==> src/rtl/core/dap_pkg.sv <==
// Package for the decimal argument parser: token classes, parse phases,
// configuration record and the overflow limits.
// No dependencies.
`timescale 1ns / 1ps

package dap_pkg;

   localparam int unsigned TOKQ_DEPTH = 4;
   localparam int unsigned TOKQ_AW    = $clog2(TOKQ_DEPTH);
   localparam int unsigned RSPQ_DEPTH = 2;
   localparam int unsigned RSPQ_AW    = $clog2(RSPQ_DEPTH);

   localparam logic [1:0] CSR_SIGNED_MODE  = 2'd0;
   localparam logic [1:0] CSR_MIN_VALUE    = 2'd1;
   localparam logic [1:0] CSR_MAX_VALUE    = 2'd2;
   localparam logic [1:0] CSR_TARGET_BYTES = 2'd3;

   localparam logic [3:0] SIZE_1 = 4'd1;
   localparam logic [3:0] SIZE_2 = 4'd2;
   localparam logic [3:0] SIZE_4 = 4'd4;
   localparam logic [3:0] SIZE_8 = 4'd8;

   localparam logic [7:0] CH_NUL   = 8'h00;
   localparam logic [7:0] CH_SPACE = 8'h20;
   localparam logic [7:0] CH_TAB   = 8'h09;
   localparam logic [7:0] CH_CR    = 8'h0D;
   localparam logic [7:0] CH_PLUS  = 8'h2B;
   localparam logic [7:0] CH_MINUS = 8'h2D;
   localparam logic [7:0] CH_ZERO  = 8'h30;
   localparam logic [7:0] CH_NINE  = 8'h39;

   localparam logic [63:0] SIGN_BIT = 64'h8000_0000_0000_0000;
   localparam logic [63:0] LIM_U    = 64'hFFFF_FFFF_FFFF_FFFF;
   localparam logic [63:0] LIM_P    = 64'h7FFF_FFFF_FFFF_FFFF;
   localparam logic [63:0] LIM_N    = 64'h8000_0000_0000_0000;
   localparam logic [63:0] DIV_U    = LIM_U / 64'd10;
   localparam logic [63:0] DIV_P    = LIM_P / 64'd10;
   localparam logic [63:0] DIV_N    = LIM_N / 64'd10;
   localparam logic [3:0]  MOD_U    = 4'(LIM_U % 64'd10);
   localparam logic [3:0]  MOD_P    = 4'(LIM_P % 64'd10);
   localparam logic [3:0]  MOD_N    = 4'(LIM_N % 64'd10);

   typedef enum logic [2:0] {
      CLS_DIGIT,
      CLS_SPACE,
      CLS_PLUS,
      CLS_MINUS,
      CLS_NUL,
      CLS_OTHER
   } cls_type;

   typedef enum logic [2:0] {
      PH_LEAD,
      PH_SIGN,
      PH_DIGIT,
      PH_TRAIL,
      PH_ERROR
   } phase_type;

   typedef struct packed {
      cls_type    cls;
      logic [3:0] digit;
   } tok_type;

   typedef struct packed {
      logic        signed_mode;
      logic [63:0] min_value;
      logic [63:0] max_value;
      logic [3:0]  target_bytes;
   } cfg_type;

endpackage

==> src/rtl/core/dap_front.sv <==
// Front end: takes string bytes, classifies them and queues the tokens.
// Depends on dap_pkg.
`timescale 1ns / 1ps

module dap_front
   import dap_pkg::*;
(
   input  logic       clock,
   input  logic       reset,
   input  logic       req_push,
   input  logic [7:0] req_ch,
   output logic       req_full,
   output logic       tok_valid,
   output tok_type    tok,
   input  logic       tok_pop
);

   tok_type              q_ff [TOKQ_DEPTH];
   logic [TOKQ_AW-1:0]   wr_ff, wr_in;
   logic [TOKQ_AW-1:0]   rd_ff, rd_in;
   logic [TOKQ_AW:0]     cnt_ff, cnt_in;
   tok_type              cls_tok;
   logic                 push;
   logic                 pop;

   always_comb begin
      cls_tok.digit = req_ch[3:0];
      if (req_ch == CH_NUL) begin
         cls_tok.cls = CLS_NUL;
      end else if (req_ch >= CH_ZERO && req_ch <= CH_NINE) begin
         cls_tok.cls = CLS_DIGIT;
      end else if (req_ch == CH_SPACE || (req_ch >= CH_TAB && req_ch <= CH_CR)) begin
         cls_tok.cls = CLS_SPACE;
      end else if (req_ch == CH_PLUS) begin
         cls_tok.cls = CLS_PLUS;
      end else if (req_ch == CH_MINUS) begin
         cls_tok.cls = CLS_MINUS;
      end else begin
         cls_tok.cls = CLS_OTHER;
      end
   end

   assign req_full  = (cnt_ff == (TOKQ_AW+1)'(TOKQ_DEPTH));
   assign tok_valid = (cnt_ff != '0);
   assign tok       = q_ff[rd_ff];
   assign push      = req_push & ~req_full;
   assign pop       = tok_pop & tok_valid;

   always_comb begin
      wr_in  = push ? wr_ff + 1'b1 : wr_ff;
      rd_in  = pop ? rd_ff + 1'b1 : rd_ff;
      cnt_in = cnt_ff + (TOKQ_AW+1)'(push) - (TOKQ_AW+1)'(pop);
   end

   always_ff @(posedge clock) begin
      if (reset) begin
         wr_ff  <= '0;
         rd_ff  <= '0;
         cnt_ff <= '0;
      end else begin
         wr_ff  <= wr_in;
         rd_ff  <= rd_in;
         cnt_ff <= cnt_in;
      end
   end

   always_ff @(posedge clock) begin
      if (push) begin
         q_ff[wr_ff] <= cls_tok;
      end
   end

endmodule

==> src/rtl/core/dap_back.sv <==
// Back end: parse state machine, result check stage and result queue.
// Depends on dap_pkg.
`timescale 1ns / 1ps

module dap_back
   import dap_pkg::*;
(
   input  logic        clock,
   input  logic        reset,
   input  cfg_type     cfg,
   input  logic        tok_valid,
   input  tok_type     tok,
   output logic        tok_pop,
   output logic        rsp_empty,
   input  logic        rsp_pop,
   output logic        rsp_ok,
   output logic [63:0] rsp_value
);

   phase_type   phase_ff, phase_in;
   logic [63:0] mag_ff, mag_in;
   logic        neg_ff, neg_in;
   logic        ovf_ff, ovf_in;

   logic        fin_valid_ff, fin_valid_in;
   logic        fin_pre_ff;
   logic [63:0] fin_v_ff;
   logic        fin_pre_in;
   logic [63:0] fin_v_in;

   logic                 rq_ok_ff  [RSPQ_DEPTH];
   logic [63:0]          rq_val_ff [RSPQ_DEPTH];
   logic [RSPQ_AW-1:0]   rq_wr_ff, rq_wr_in;
   logic [RSPQ_AW-1:0]   rq_rd_ff, rq_rd_in;
   logic [RSPQ_AW:0]     rq_cnt_ff, rq_cnt_in;

   logic        is_nul;
   logic        step;
   logic        fin_move;
   logic        fin_ready;
   logic        rq_full;
   logic        rq_pop;
   logic [63:0] lim;
   logic [63:0] lim_div;
   logic [3:0]  lim_mod;
   logic        dig_ovf;
   logic [63:0] mag_next;
   logic        take_digit;
   logic [63:0] a_cmp, lo_cmp, hi_cmp;
   logic        size_ok;
   logic [63:0] masked;
   logic        res_ok;

   assign is_nul    = (tok.cls == CLS_NUL);
   assign rq_full   = (rq_cnt_ff == (RSPQ_AW+1)'(RSPQ_DEPTH));
   assign fin_move  = fin_valid_ff & ~rq_full;
   assign fin_ready = ~fin_valid_ff | fin_move;
   assign step      = tok_valid & (~is_nul | fin_ready);
   assign tok_pop   = step;

   always_comb begin
      if (!cfg.signed_mode) begin
         lim = LIM_U; lim_div = DIV_U; lim_mod = MOD_U;
      end else if (neg_ff) begin
         lim = LIM_N; lim_div = DIV_N; lim_mod = MOD_N;
      end else begin
         lim = LIM_P; lim_div = DIV_P; lim_mod = MOD_P;
      end
   end

   assign dig_ovf  = (mag_ff > lim_div) || (mag_ff == lim_div && tok.digit > lim_mod);
   assign mag_next = (mag_ff << 3) + (mag_ff << 1) + {60'd0, tok.digit};

   // next phase
   always_comb begin
      phase_in = phase_ff;
      if (step) begin
         if (is_nul) begin
            phase_in = PH_LEAD;
         end else begin
            case (phase_ff)
               PH_LEAD: begin
                  case (tok.cls)
                     CLS_SPACE: phase_in = PH_LEAD;
                     CLS_PLUS:  phase_in = PH_SIGN;
                     CLS_MINUS: phase_in = cfg.signed_mode ? PH_SIGN : PH_ERROR;
                     CLS_DIGIT: phase_in = PH_DIGIT;
                     default:   phase_in = PH_ERROR;
                  endcase
               end
               PH_SIGN:  phase_in = (tok.cls == CLS_DIGIT) ? PH_DIGIT : PH_ERROR;
               PH_DIGIT: begin
                  case (tok.cls)
                     CLS_DIGIT: phase_in = PH_DIGIT;
                     CLS_SPACE: phase_in = PH_TRAIL;
                     default:   phase_in = PH_ERROR;
                  endcase
               end
               PH_TRAIL: phase_in = (tok.cls == CLS_SPACE) ? PH_TRAIL : PH_ERROR;
               default:  phase_in = PH_ERROR;
            endcase
         end
      end
   end

   // datapath outputs of the state machine
   always_comb begin
      take_digit = 1'b0;
      case (phase_ff)
         PH_LEAD, PH_SIGN, PH_DIGIT: take_digit = (tok.cls == CLS_DIGIT);
         default:                    take_digit = 1'b0;
      endcase
   end

   always_comb begin
      mag_in = mag_ff;
      neg_in = neg_ff;
      ovf_in = ovf_ff;
      if (step) begin
         if (is_nul) begin
            mag_in = '0;
            neg_in = 1'b0;
            ovf_in = 1'b0;
         end else begin
            if (phase_ff == PH_LEAD && tok.cls == CLS_MINUS && cfg.signed_mode) begin
               neg_in = 1'b1;
            end
            if (take_digit && !ovf_ff) begin
               if (dig_ovf) begin
                  ovf_in = 1'b1;
               end else begin
                  mag_in = mag_next;
               end
            end
         end
      end
   end

   always_comb begin
      fin_valid_in = fin_valid_ff;
      if (fin_move) begin
         fin_valid_in = 1'b0;
      end
      if (step && is_nul) begin
         fin_valid_in = 1'b1;
      end
      fin_pre_in = (phase_ff == PH_DIGIT || phase_ff == PH_TRAIL) && !ovf_ff
                   && !(mag_ff > lim) && !(!cfg.signed_mode && neg_ff);
      fin_v_in   = neg_ff ? (64'd0 - mag_ff) : mag_ff;
   end

   always_ff @(posedge clock) begin
      if (reset) begin
         phase_ff     <= PH_LEAD;
         mag_ff       <= '0;
         neg_ff       <= 1'b0;
         ovf_ff       <= 1'b0;
         fin_valid_ff <= 1'b0;
      end else begin
         phase_ff     <= phase_in;
         mag_ff       <= mag_in;
         neg_ff       <= neg_in;
         ovf_ff       <= ovf_in;
         fin_valid_ff <= fin_valid_in;
      end
   end

   always_ff @(posedge clock) begin
      if (step && is_nul) begin
         fin_pre_ff <= fin_pre_in;
         fin_v_ff   <= fin_v_in;
      end
   end

   // range and size check
   always_comb begin
      a_cmp  = fin_v_ff;
      lo_cmp = cfg.min_value;
      hi_cmp = cfg.max_value;
      if (cfg.signed_mode) begin
         a_cmp  = fin_v_ff ^ SIGN_BIT;
         lo_cmp = cfg.min_value ^ SIGN_BIT;
         hi_cmp = cfg.max_value ^ SIGN_BIT;
      end
      case (cfg.target_bytes)
         SIZE_1: begin size_ok = 1'b1; masked = {56'd0, fin_v_ff[7:0]};  end
         SIZE_2: begin size_ok = 1'b1; masked = {48'd0, fin_v_ff[15:0]}; end
         SIZE_4: begin size_ok = 1'b1; masked = {32'd0, fin_v_ff[31:0]}; end
         SIZE_8: begin size_ok = 1'b1; masked = fin_v_ff;                end
         default: begin size_ok = 1'b0; masked = '0;                     end
      endcase
      res_ok = fin_pre_ff && !(a_cmp < lo_cmp) && !(a_cmp > hi_cmp) && size_ok;
   end

   // result queue
   assign rsp_empty = (rq_cnt_ff == '0);
   assign rsp_ok    = rq_ok_ff[rq_rd_ff];
   assign rsp_value = rq_val_ff[rq_rd_ff];
   assign rq_pop    = rsp_pop & ~rsp_empty;

   always_comb begin
      rq_wr_in  = fin_move ? rq_wr_ff + 1'b1 : rq_wr_ff;
      rq_rd_in  = rq_pop ? rq_rd_ff + 1'b1 : rq_rd_ff;
      rq_cnt_in = rq_cnt_ff + (RSPQ_AW+1)'(fin_move) - (RSPQ_AW+1)'(rq_pop);
   end

   always_ff @(posedge clock) begin
      if (reset) begin
         rq_wr_ff  <= '0;
         rq_rd_ff  <= '0;
         rq_cnt_ff <= '0;
      end else begin
         rq_wr_ff  <= rq_wr_in;
         rq_rd_ff  <= rq_rd_in;
         rq_cnt_ff <= rq_cnt_in;
      end
   end

   always_ff @(posedge clock) begin
      if (fin_move) begin
         rq_ok_ff[rq_wr_ff]  <= res_ok;
         rq_val_ff[rq_wr_ff] <= res_ok ? masked : 64'd0;
      end
   end

endmodule

==> src/rtl/core/decimal_argument_parser.sv <==
// Decimal argument parser, one byte per cycle while req_full is low. A NUL item's
// result passes the parser stage, then the range check into the result queue,
// before it is on the result ports.
// Sustained rate: one item per cycle, unless a NUL stalls on a full result queue.
// Synchronous active-high reset clears queues, parse state and registers
// (signed_mode 0, min 0, max all ones, target_bytes 8).
`timescale 1ns / 1ps

module decimal_argument_parser
   import dap_pkg::*;
(
   input  logic        clock,
   input  logic        reset,
   input  logic        req_push,
   input  logic [7:0]  req_ch,
   output logic        req_full,
   output logic        rsp_empty,
   input  logic        rsp_pop,
   output logic        rsp_ok,
   output logic [63:0] rsp_value,
   input  logic        csr_valid,
   output logic        csr_ready,
   input  logic [1:0]  csr_index,
   input  logic [63:0] csr_data
);

   cfg_type cfg_ff, cfg_in;
   logic    tok_valid;
   tok_type tok;
   logic    tok_pop;

   assign csr_ready = 1'b1;

   always_comb begin
      cfg_in = cfg_ff;
      if (csr_valid) begin
         case (csr_index)
            CSR_SIGNED_MODE:  cfg_in.signed_mode  = csr_data[0];
            CSR_MIN_VALUE:    cfg_in.min_value    = csr_data;
            CSR_MAX_VALUE:    cfg_in.max_value    = csr_data;
            CSR_TARGET_BYTES: cfg_in.target_bytes = csr_data[3:0];
            default:          cfg_in = cfg_ff;
         endcase
      end
   end

   always_ff @(posedge clock) begin
      if (reset) begin
         cfg_ff.signed_mode  <= 1'b0;
         cfg_ff.min_value    <= '0;
         cfg_ff.max_value    <= '1;
         cfg_ff.target_bytes <= SIZE_8;
      end else begin
         cfg_ff <= cfg_in;
      end
   end

   dap_front u_front (
      .clock     (clock),
      .reset     (reset),
      .req_push  (req_push),
      .req_ch    (req_ch),
      .req_full  (req_full),
      .tok_valid (tok_valid),
      .tok       (tok),
      .tok_pop   (tok_pop)
   );

   dap_back u_back (
      .clock     (clock),
      .reset     (reset),
      .cfg       (cfg_ff),
      .tok_valid (tok_valid),
      .tok       (tok),
      .tok_pop   (tok_pop),
      .rsp_empty (rsp_empty),
      .rsp_pop   (rsp_pop),
      .rsp_ok    (rsp_ok),
      .rsp_value (rsp_value)
   );

endmodule

==> config.mk <==
export PLATFORM = sky130hd
export DESIGN_NAME = decimal_argument_parser
export DESIGN_NICKNAME = d
export VERILOG_FILES = /design/src/rtl/core/dap_pkg.sv /design/src/rtl/core/dap_front.sv /design/src/rtl/core/dap_back.sv /design/src/rtl/core/decimal_argument_parser.sv
export SDC_FILE = /design/constraint.sdc
export NUM_CORES = 1
export LEC_CHECK = 0
export BUFFER_PORTS_ARGS = -buffer_cell sky130_fd_sc_hd__buf_2
export CAP_MARGIN = 20
export CORE_UTILIZATION = 45
export CTS_CLUSTER_DIAMETER = 120
export CTS_CLUSTER_SIZE = 40
export DETAILED_ROUTE_END_ITERATION = 10
export GPL_ROUTABILITY_DRIVEN = 0
export PLACE_DENSITY_LB_ADDON = 0.1
export RECOVER_POWER = 25
export SLEW_MARGIN = 10
export SYNTH_ARGS = -nofsm -noshare
export SYNTH_HDL_FRONTEND = slang
export SYNTH_SLANG_ARGS = --single-unit
==> constraint.sdc <==
create_clock -name clock -period 4.3 [get_ports clock]
set_input_delay 0.86 -clock clock [delete_from_list [all_inputs] [get_ports clock]]
set_output_delay 0.86 -clock clock [all_outputs]
set_load 0.01 [all_outputs]
==> metrics.md, run 1 <==
| Metric | Value |
|---|---|
| Clock Tree Root | `clkbuf_16` |
| CP Launch Point | `u_back.mag_ff[0]$_SDFFE_PP0P_` |
| I/O Pins | `~150` |
| Async SR Flop Fraction | `0` |
| CTS tree | `done` |
| Fraction of layout cells with a size suffix above 1 | `0.1228` |
| Worst hold path class | `register to register` |
| Setup TNS Final | `0 ns` |
| Initial DRC count | `approximately 1400` |
| Core area | `~60000 um^2` |
| Place WS | `-0.03456 ns` |
| Nature of the critical path startpoint | `register` |
| Layout Utilization | `0.4946` |
| R2R Setup Slk | `between 0.1 and 0.15 ns` |
| Final hold viol count | `0` |
| R2R depth | `11` |
| Setup CP Type | `register to register` |
| Netlist cell types | `84` |
| Setup violators final | `0` |
| Critical path data arrival time | `4.48 ns` |
| Port bufs | `145` |
| Sink Count | `440` |
| Drc violations | `2` |
| Mapped Nets | `roughly 3200` |
| Drt total wl | `approximately 72000 um` |
| Register bit total from synthesis | `440` |
| Largest net degree at the start of global routing | `about 90` |
| Max Clock Freq | `between 200 and 250 MHz` |
| Drt pass-1 iters | `8` |
| Clock latency on the worst-skew pair | `~0.57 ns` |
| Slew margin rel. | `-0.4072` |
| Die height | `about 250 um` |
| Worst reg2reg endpoint | `u_back.fin_v_ff[58]$_DFFE_PP_` |
| Mapped Area | `about 27000 um^2` |
| Critical path required time | `~4.6 ns` |
| Post-Synthesis Cells | `2800` |
| Yosys synthesis warning count | `0` |
| Worst-path clk slew | `around 0.14 ns` |
| Synth Flop Type | `edfxtp_1` |
| H-Tree Level Count | `1` |
| Total number of vias | `21230` |
| Min Tclk post-route | `between 4 and 5 ns` |
| CP endpoint | `u_back.fin_v_ff[58]$_DFFE_PP_` |
| Die width | `about 250 um` |
| Outcome | `finished, violations left` |
| TritonCTS buffer count | `16` |
| Max Cap Violations | `4` |
| Grt total ovfl | `0` |
| Tcrit/Tclk final | `0.9659` |
| Avg Inst Size Synth | `between 9 and 10 um^2` |
| Max Slew Vio Count | `~170` |
| NumNets Final | `approximately 3400` |
| Area growth syn-to-layout | `8.898%` |
| Post-DRT Antenna Nets | `0` |
| Max VDD drop | `between 0.2 and 0.3 mV` |
| Worst setup EP type | `register` |
| Via density | `between 5 and 6` |
| Layout Skew | `between 0.03 and 0.04 ns` |
| DP Wirelength | `~55000 um` |
| Initial antenna violation count | `2` |
| Worst r2r src | `u_back.mag_ff[0]$_SDFFE_PP0P_` |
| PnR worst setup slack | `between 0.1 and 0.15 ns` |
| Leakage | `between 10 and 15 nW` |
| Starting Density | `0.4542` |
| Post-synthesis sequential area ratio | `0.4035` |
| First-pass GRT wire length | `114500 um` |
| GRT Util Overall | `0.2301` |
| Wirelength per Cell | `between 15 and 20 um` |
| Post-synth EDFFs | `~220` |
| Power Total | `just under 10 mW` |
| Die area | `slightly above 60000 um^2` |
| Slew @ Worst Pin | `2.111 ns` |
| Clock Path Buffers | `3` |
| Failing checks | `design-rule violations, max-capacitance violations, max-slew violations` |
| Cell row count | `90` |
| Worst Path Max Fanout | `6` |
| Power per Cell Area | `~330 nW/um^2` |
| Vias in the first global route | `~21000` |
[per-layer routing]
layer  vias to the layer above  GRT usage  part of all wire
met4                         0    0.05430             0.021
met1                     10270     0.3320              0.49
met2                       414     0.3726              0.45
met5                         -          0                 0
li1                      10470          -                 -
met3                        74    0.01968             0.038
[per-stage QoR]
step	hold WS, ns	cell area [um^2]	instances
after floorplan	0.4336	27370	2800
after detailed placement	0.4467	29230	3685
after global placement	0.4415	29230	3684
after global routing	0.4826	29800	3715
after CTS	0.4660	29790	3713
final	0.4648	29800	3716
[synthesized netlist by cell type, drive strengths merged (5+ instances only)]
| cell type | number | area share |
|---|---|---|
| nor2b | 35 | 0.0080 |
| a21oi | 228 | 0.042 |
| and3b | 9 | 0.0029 |
| edfxtp | 223 | 0.24 |
| o21ai | 101 | 0.018 |
| nor4 | 13 | 0.0030 |
| nand4 | 47 | 0.011 |
| nor3 | 24 | 0.0044 |
| a22o | 20 | 0.0064 |
| and4b | 26 | 0.0095 |
| a31oi | 16 | 0.0037 |
| nand2 | 344 | 0.047 |
| a21boi | 5 | 0.0014 |
| nor3b | 8 | 0.0022 |
| and3 | 33 | 0.0075 |
| o31ai | 25 | 0.0070 |
| o21bai | 13 | 0.0036 |
| or2 | 10 | 0.0023 |
| nand2b | 23 | 0.0053 |
| inv | 168 | 0.023 |
| o21a | 26 | 0.0071 |
| clkbuf | 105 | 0.014 |
| or3 | 27 | 0.0067 |
| mux4 | 7 | 0.0058 |
| and2 | 23 | 0.0053 |
| o41ai | 12 | 0.0048 |
| mux2i | 6 | 0.0022 |
| ha | 357 | 0.16 |
| a21o | 81 | 0.022 |
| a211oi | 15 | 0.0041 |
| mux2 | 65 | 0.027 |
| nor2 | 93 | 0.013 |
| or4 | 18 | 0.0057 |
| dfxtp | 217 | 0.16 |
| a311o | 5 | 0.0018 |
| o211ai | 71 | 0.019 |
| o2111ai | 5 | 0.0016 |
| buf | 17 | 0.0032 |
| xor2 | 32 | 0.010 |
| nand3 | 81 | 0.015 |
| xnor2 | 98 | 0.031 |
[flip-flops by register name (all words and copies together) (netlist names), 2 cells and up, named ones only]
name and cells:
u_back.phase_ff 3, u_front.wr_ff 2, u_front.cnt_ff 3, u_front.rd_ff 2
u_back.fin_v_ff 64, u_back.rq_cnt_ff 2, u_front.q_ff 28, u_back.rq_val_ff 128
u_back.mag_ff 64, u_back.rq_ok_ff 2, cfg_ff 133
[worst min-delay path by stage]
stage                                        start  cells after the start                       end
after CTS                 cfg_ff[107]$_SDFFE_PP0P_                      2  cfg_ff[107]$_SDFFE_PP0P_
final                     cfg_ff[129]$_SDFFE_PP0P_                      2  cfg_ff[129]$_SDFFE_PP0P_
after floorplan            cfg_ff[68]$_SDFFE_PP0P_                      2   cfg_ff[68]$_SDFFE_PP0P_
after global routing      cfg_ff[107]$_SDFFE_PP0P_                      2  cfg_ff[107]$_SDFFE_PP0P_
after global placement     cfg_ff[73]$_SDFFE_PP0P_                      2   cfg_ff[73]$_SDFFE_PP0P_
after detailed placement  cfg_ff[107]$_SDFFE_PP0P_                      2  cfg_ff[107]$_SDFFE_PP0P_
[critical path, cell delays in order (launching register included)]
cell	delay, ns
dfxtp_1	0.34
inv_1	0.17
ha_1	0.21
nand2_1	0.07
or3_1	0.38
or3_4	0.44
or4_4	0.54
or4_4	0.53
or3b_4	0.41
or2_1	0.34
o41ai_4	0.38
xnor2_1	0.10
[layout make-up]
cell class / count / area [um^2]
fillers: 5571 / 30450
well taps: 782 / 978.4
clock inverters: 4 / 88.84
multi-input cells: 2068 / 15210
diodes: 2 / 5.005
inverters: 168 / 634.4
flip-flops and latches: 440 / 11050
clock buffers: 24 / 461.7
repair buffers: 228 / 1376
[cell families after synthesis]
family,Yosys count,synth area share
multiplexers,78,0.03470
XOR/XNOR,130,0.04161
adder cells (fa/ha/maj),360,0.1654
AND/OR/NAND/NOR,833,0.1543
flip-flops,440,0.4035
buffers and inverters,292,0.04298
AO/OA/AOI/OAI,666,0.1574
other,1,0.0001370
[where the power goes]
| group | leakage (nW) | switching (mW) | internal (mW) |
|---|---|---|---|
| sequential | 3.82 | 0.295 | 4.84 |
| clock | 0.261 | 1.38 | 0.808 |
| combinational | 9.26 | 1.37 | 0.994 |
| total | 13.3 | 3.05 | 6.64 |
[timing repair]
action | 4_1_cts | 5_1_grt
hold buffers | 0 | 0
endpoints found under the setup margin | 6 | 12
setup buffers | 0 | 0
gates resized for setup | 2 | 10
pin swaps | 0 | 2
[cell usage in the layout, fill, tap and decap left out, types with 14 or more instances in the layout]
| cell type | instances |
|---|---|
| o21ai_0 | 97 |
| ha_1 | 357 |
| a21o_1 | 81 |
| a21oi_1 | 227 |
| a211oi_1 | 14 |
| nand2b_1 | 23 |
| clkbuf_1 | 14 |
| o31ai_1 | 24 |
| nand4_1 | 47 |
| inv_1 | 164 |
| dfxtp_1 | 215 |
| edfxtp_1 | 223 |
| nor2b_1 | 35 |
| nand2_1 | 344 |
| buf_4 | 73 |
| nor3_1 | 24 |
| mux2_2 | 65 |
| a22o_1 | 20 |
| xor2_1 | 32 |
| nor2_1 | 90 |
| a31oi_1 | 16 |
| and2_1 | 22 |
| and4b_1 | 26 |
| and3_1 | 33 |
| clkbuf_16 | 17 |
| xnor2_1 | 98 |
| or3_1 | 23 |
| nand3_1 | 81 |
| o211ai_1 | 71 |
| o21a_1 | 26 |
| buf_2 | 140 |
No activity file was read; power rests on OpenSTA's default activity.
==> run 2: changes to the inputs <==
--- a/config.mk
+++ b/config.mk
@@ -5,16 +5,16 @@
 export SDC_FILE = /design/constraint.sdc
 export NUM_CORES = 1
 export LEC_CHECK = 0
-export BUFFER_PORTS_ARGS = -buffer_cell sky130_fd_sc_hd__buf_2
 export CAP_MARGIN = 20
 export CORE_UTILIZATION = 45
 export CTS_CLUSTER_DIAMETER = 120
 export CTS_CLUSTER_SIZE = 40
 export DETAILED_ROUTE_END_ITERATION = 10
+export DONT_BUFFER_PORTS = 1
 export GPL_ROUTABILITY_DRIVEN = 0
+export GPL_TIMING_DRIVEN = 0
 export PLACE_DENSITY_LB_ADDON = 0.1
 export RECOVER_POWER = 25
-export SLEW_MARGIN = 10
 export SYNTH_ARGS = -nofsm -noshare
 export SYNTH_HDL_FRONTEND = slang
 export SYNTH_SLANG_ARGS = --single-unit
==> run 2 against run 1 <==
  * The run still ends with design-rule violations, max-capacitance violations, max-slew violations left
  * Sequential power about the same
  * Critical endpoint is now u_back.mag_ff[61]$_SDFFE_PP0P_
  * Wire length up 4.9%
  * Die area unchanged
  * Sequential share of layout area up 0.52 points
  * Register-to-register slack worse by 0.09 ns
  * Worst setup slack worse by 0.088 ns
  * Combinational power down 3%
==> metrics.md, run 2 (synthesis gave the netlist of run 1 again) <==
| Metric | Value |
|---|---|
| Outcome | `finished, violations left` |
| Setup CP Type | `register to register` |
| Leakage | `between 10 and 15 nW` |
| Most common cell after layout, fill and taps aside | `ha_1` |
| Nature of the critical path startpoint | `register` |
| Layout Skew | `0.04691 ns` |
| Flip-flop count of the largest register after layout | `between 100 and 150` |
| Clock Tree Root | `clkbuf_16` |
| Largest registers | `cfg_ff x133, u_back.rq_val_ff x128` |
| Port bufs | `0` |
| Core area | `60250 um^2` |
| Setup violators final | `0` |
| Sw Ratio | `0.3165` |
| NumNets Final | `3293` |
| Fillcell total | `approximately 5500` |
| Sink Count | `440` |
| Total number of vias | `21140` |
| Dpl cells | `approximately 3600` |
| Max Slew Vio Count | `95` |
| Max Clock Freq | `235.8 MHz` |
| Vias in the first global route | `between 20000 and 25000` |
| Crit path max-delay family | `compound AO/OA/AOI/OAI gates` |
| RSZ-0062 raised after global routing | `true` |
| WL met1 | `34400 um` |
| Power Total | `9.389 mW` |
| DP Area | `approximately 28000 um^2` |
| DP Wirelength | `60090 um` |
| Wirelength per Cell | `between 20 and 25 um` |
| Via density | `just under 6` |
| GRT Util Overall | `0.2414` |
| Worst-path clk slew | `0.14 ns` |
| Starting Density | `0.4542` |
| Max Cap Violations | `2` |
| Final hold viol count | `0` |
| Cell row count | `90` |
| CTS tree | `done` |
| Worst setup EP type | `register` |
| Highest routed layer | `met4` |
| I/O Pins | `around 150` |
| Die width | `~250 um` |
| Power per Cell Area | `roughly 320 nW/um^2` |
| H-Tree Level Count | `1` |
| Die height | `approximately 250 um` |
| Largest net degree at the start of global routing | `between 60 and 70` |
| Critical path required time | `4.75 ns` |
| Drt total wl | `roughly 76000 um` |
| Initial DRC count | `1212` |
| Grt total ovfl | `0` |
| Slew @ Worst Pin | `1.671 ns` |
| Routed wl met2 | `about 36000 um` |
| Design Area, Final | `~29000 um^2` |
| Post-DRT Antenna Nets | `0` |
| Max VDD drop | `0.2733 mV` |
| WP buf/inv | `2` |
| First-pass GRT wire length | `roughly 120000 um` |
| N_diodes | `0` |
| Worst Path Max Fanout | `4` |
| Final Hold Slack | `just under 0.4 ns` |
| Internal power | `roughly 6.4 mW` |
| Fraction of layout cells with a size suffix above 1 | `0.07652` |
| Min Tclk post-route | `between 4 and 5 ns` |
| Critical path data arrival time | `approximately 4.7 ns` |
| Drt pass-1 iters | `8` |
| Worst path max stage delay | `about 0.60 ns` |
| Sw Pwr | `approximately 3 mW` |
| Worst hold path class | `input port to register` |
| Layout Utilization | `0.4881` |
| CP cell instances | `mux4_2 -> inv_2 -> fa_1 -> inv_2 -> ha_4 -> a211oi_4 -> o21ai_4 -> o221a_4 -> o21ai_4 -> o21a_4 -> o21a_4 -> nor3b_4 -> and4b_1 -> or3_1 -> a32o_1` |
| Comb power frac | `0.244` |
| Critical path's slowest cell | `mux4_2` |
| Clock Path Buffers | `3` |
| Clk pwr share | `0.212` |
| Area growth syn-to-layout | `7.453%` |
| Initial antenna violation count | `0` |
| Met3 Routed Length | `3134 um` |
| Hold_buf cts | `0` |
| Clock latency on the worst-skew pair | `0.56 ns` |
| Slew margin rel. | `-0.1137` |
| Largest Register | `cfg_ff` |
| Post-Layout Cell Count | `between 3000 and 4000` |
| Commonest non-fill, non-tap cells in the layout | `ha_1 (353), nand2_1 (343), a21oi_1 (224), edfxtp_1 (223), dfxtp_1 (213)` |
| Reg power frac | `0.544` |
| Tcrit/Tclk final | `0.9863` |
| Die area | `~60000 um^2` |
| Drc violations | `1` |
| Failing checks | `design-rule violations, max-capacitance violations, max-slew violations` |
| TritonCTS buffer count | `15` |
run 2: cell count changes in the layout (fill, tap and decap cells not counted), moves of 3 or more:
cell        previous run  this run
clkinvlp_4             1         4
a21oi_1              227       224
clkbuf_2               2         7
buf_1                  0        11
clkbuf_1              14       104
ha_1                 357       353
buf_4                 73        34
buf_2                140         1
run 2: final cells by class:
class	count	area [um^2]	area share
repair buffers	37	297.8	0.01013
multi-input cells	2068	15420	0.5244
repair inverters	3	20.02	0.0006808
inverters	168	638.1	0.02170
clock inverters	3	46.29	0.001574
well taps	782	978.4	0.03328
clock buffers	22	401.6	0.01366
flip-flops and latches	440	11050	0.3758
plain buffers	121	551.8	0.01877
run 2: stage by stage:
step	worst slack (ns)	setup TNS (ns)
6_report	0.05907	0
5_1_grt	-0.06518	-0.1486
4_1_cts	-0.02124	-0.02124
3_5_place_dp	-1.665	-263.31
3_3_place_gp	-1.556	-313.91
2_1_floorplan	0.08131	0
run 2: routing by layer:
| layer | track usage | up-vias |
|---|---|---|
| met4 | 0.07507 | 0 |
| met1 | 0.3233 | 10190 |
| met2 | 0.4130 | 494 |
| met3 | 0.02062 | 115 |
| met5 | 0 | - |
| li1 | - | 10340 |
run 2: worst register-to-register path: cells and delay by family (launching register included):
| kind | cells | cell delay, ns |
|---|---|---|
| AO/OA/AOI/OAI | 7 | 1.52 |
| AND/OR/NAND/NOR | 3 | 0.79 |
| adder cells (fa/ha/maj) | 2 | 0.63 |
| multiplexers | 1 | 0.60 |
| flip-flops | 1 | 0.41 |
| buffers and inverters | 2 | 0.19 |
run 2: power groups by stage:
stage	registers, mW	logic [mW]	clock network [mW]
final	5.11	2.29	1.99
after CTS	5.09	2.32	2.04
after global routing	5.14	2.55	2.18
after floorplan	5.06	1.66	0
after detailed placement	5.17	2.27	0
after global placement	5.19	2.18	0
run 2: what timing repair did:
action                     4_1_cts  5_1_grt
buffers inserted                24        8
pin swaps                       13       14
setup endpoints to repair      196      129
cloned                           2        1
resized for setup               55       28
run 2: final timing paths:
path	depth (start not counted)	startpoint	slack [ns]	to
max reg2reg	15	register	0.06	u_back.mag_ff[61]$_SDFFE_PP0P_
max	15	register	0.06	u_back.mag_ff[61]$_SDFFE_PP0P_
min reg2reg	2	cfg_ff[83]$_SDFFE_PP0P_	0.46	cfg_ff[83]$_SDFFE_PP0P_
min	0	req_ch[3]	0.39	u_front.q_ff[1][3]$_DFFE_PP_
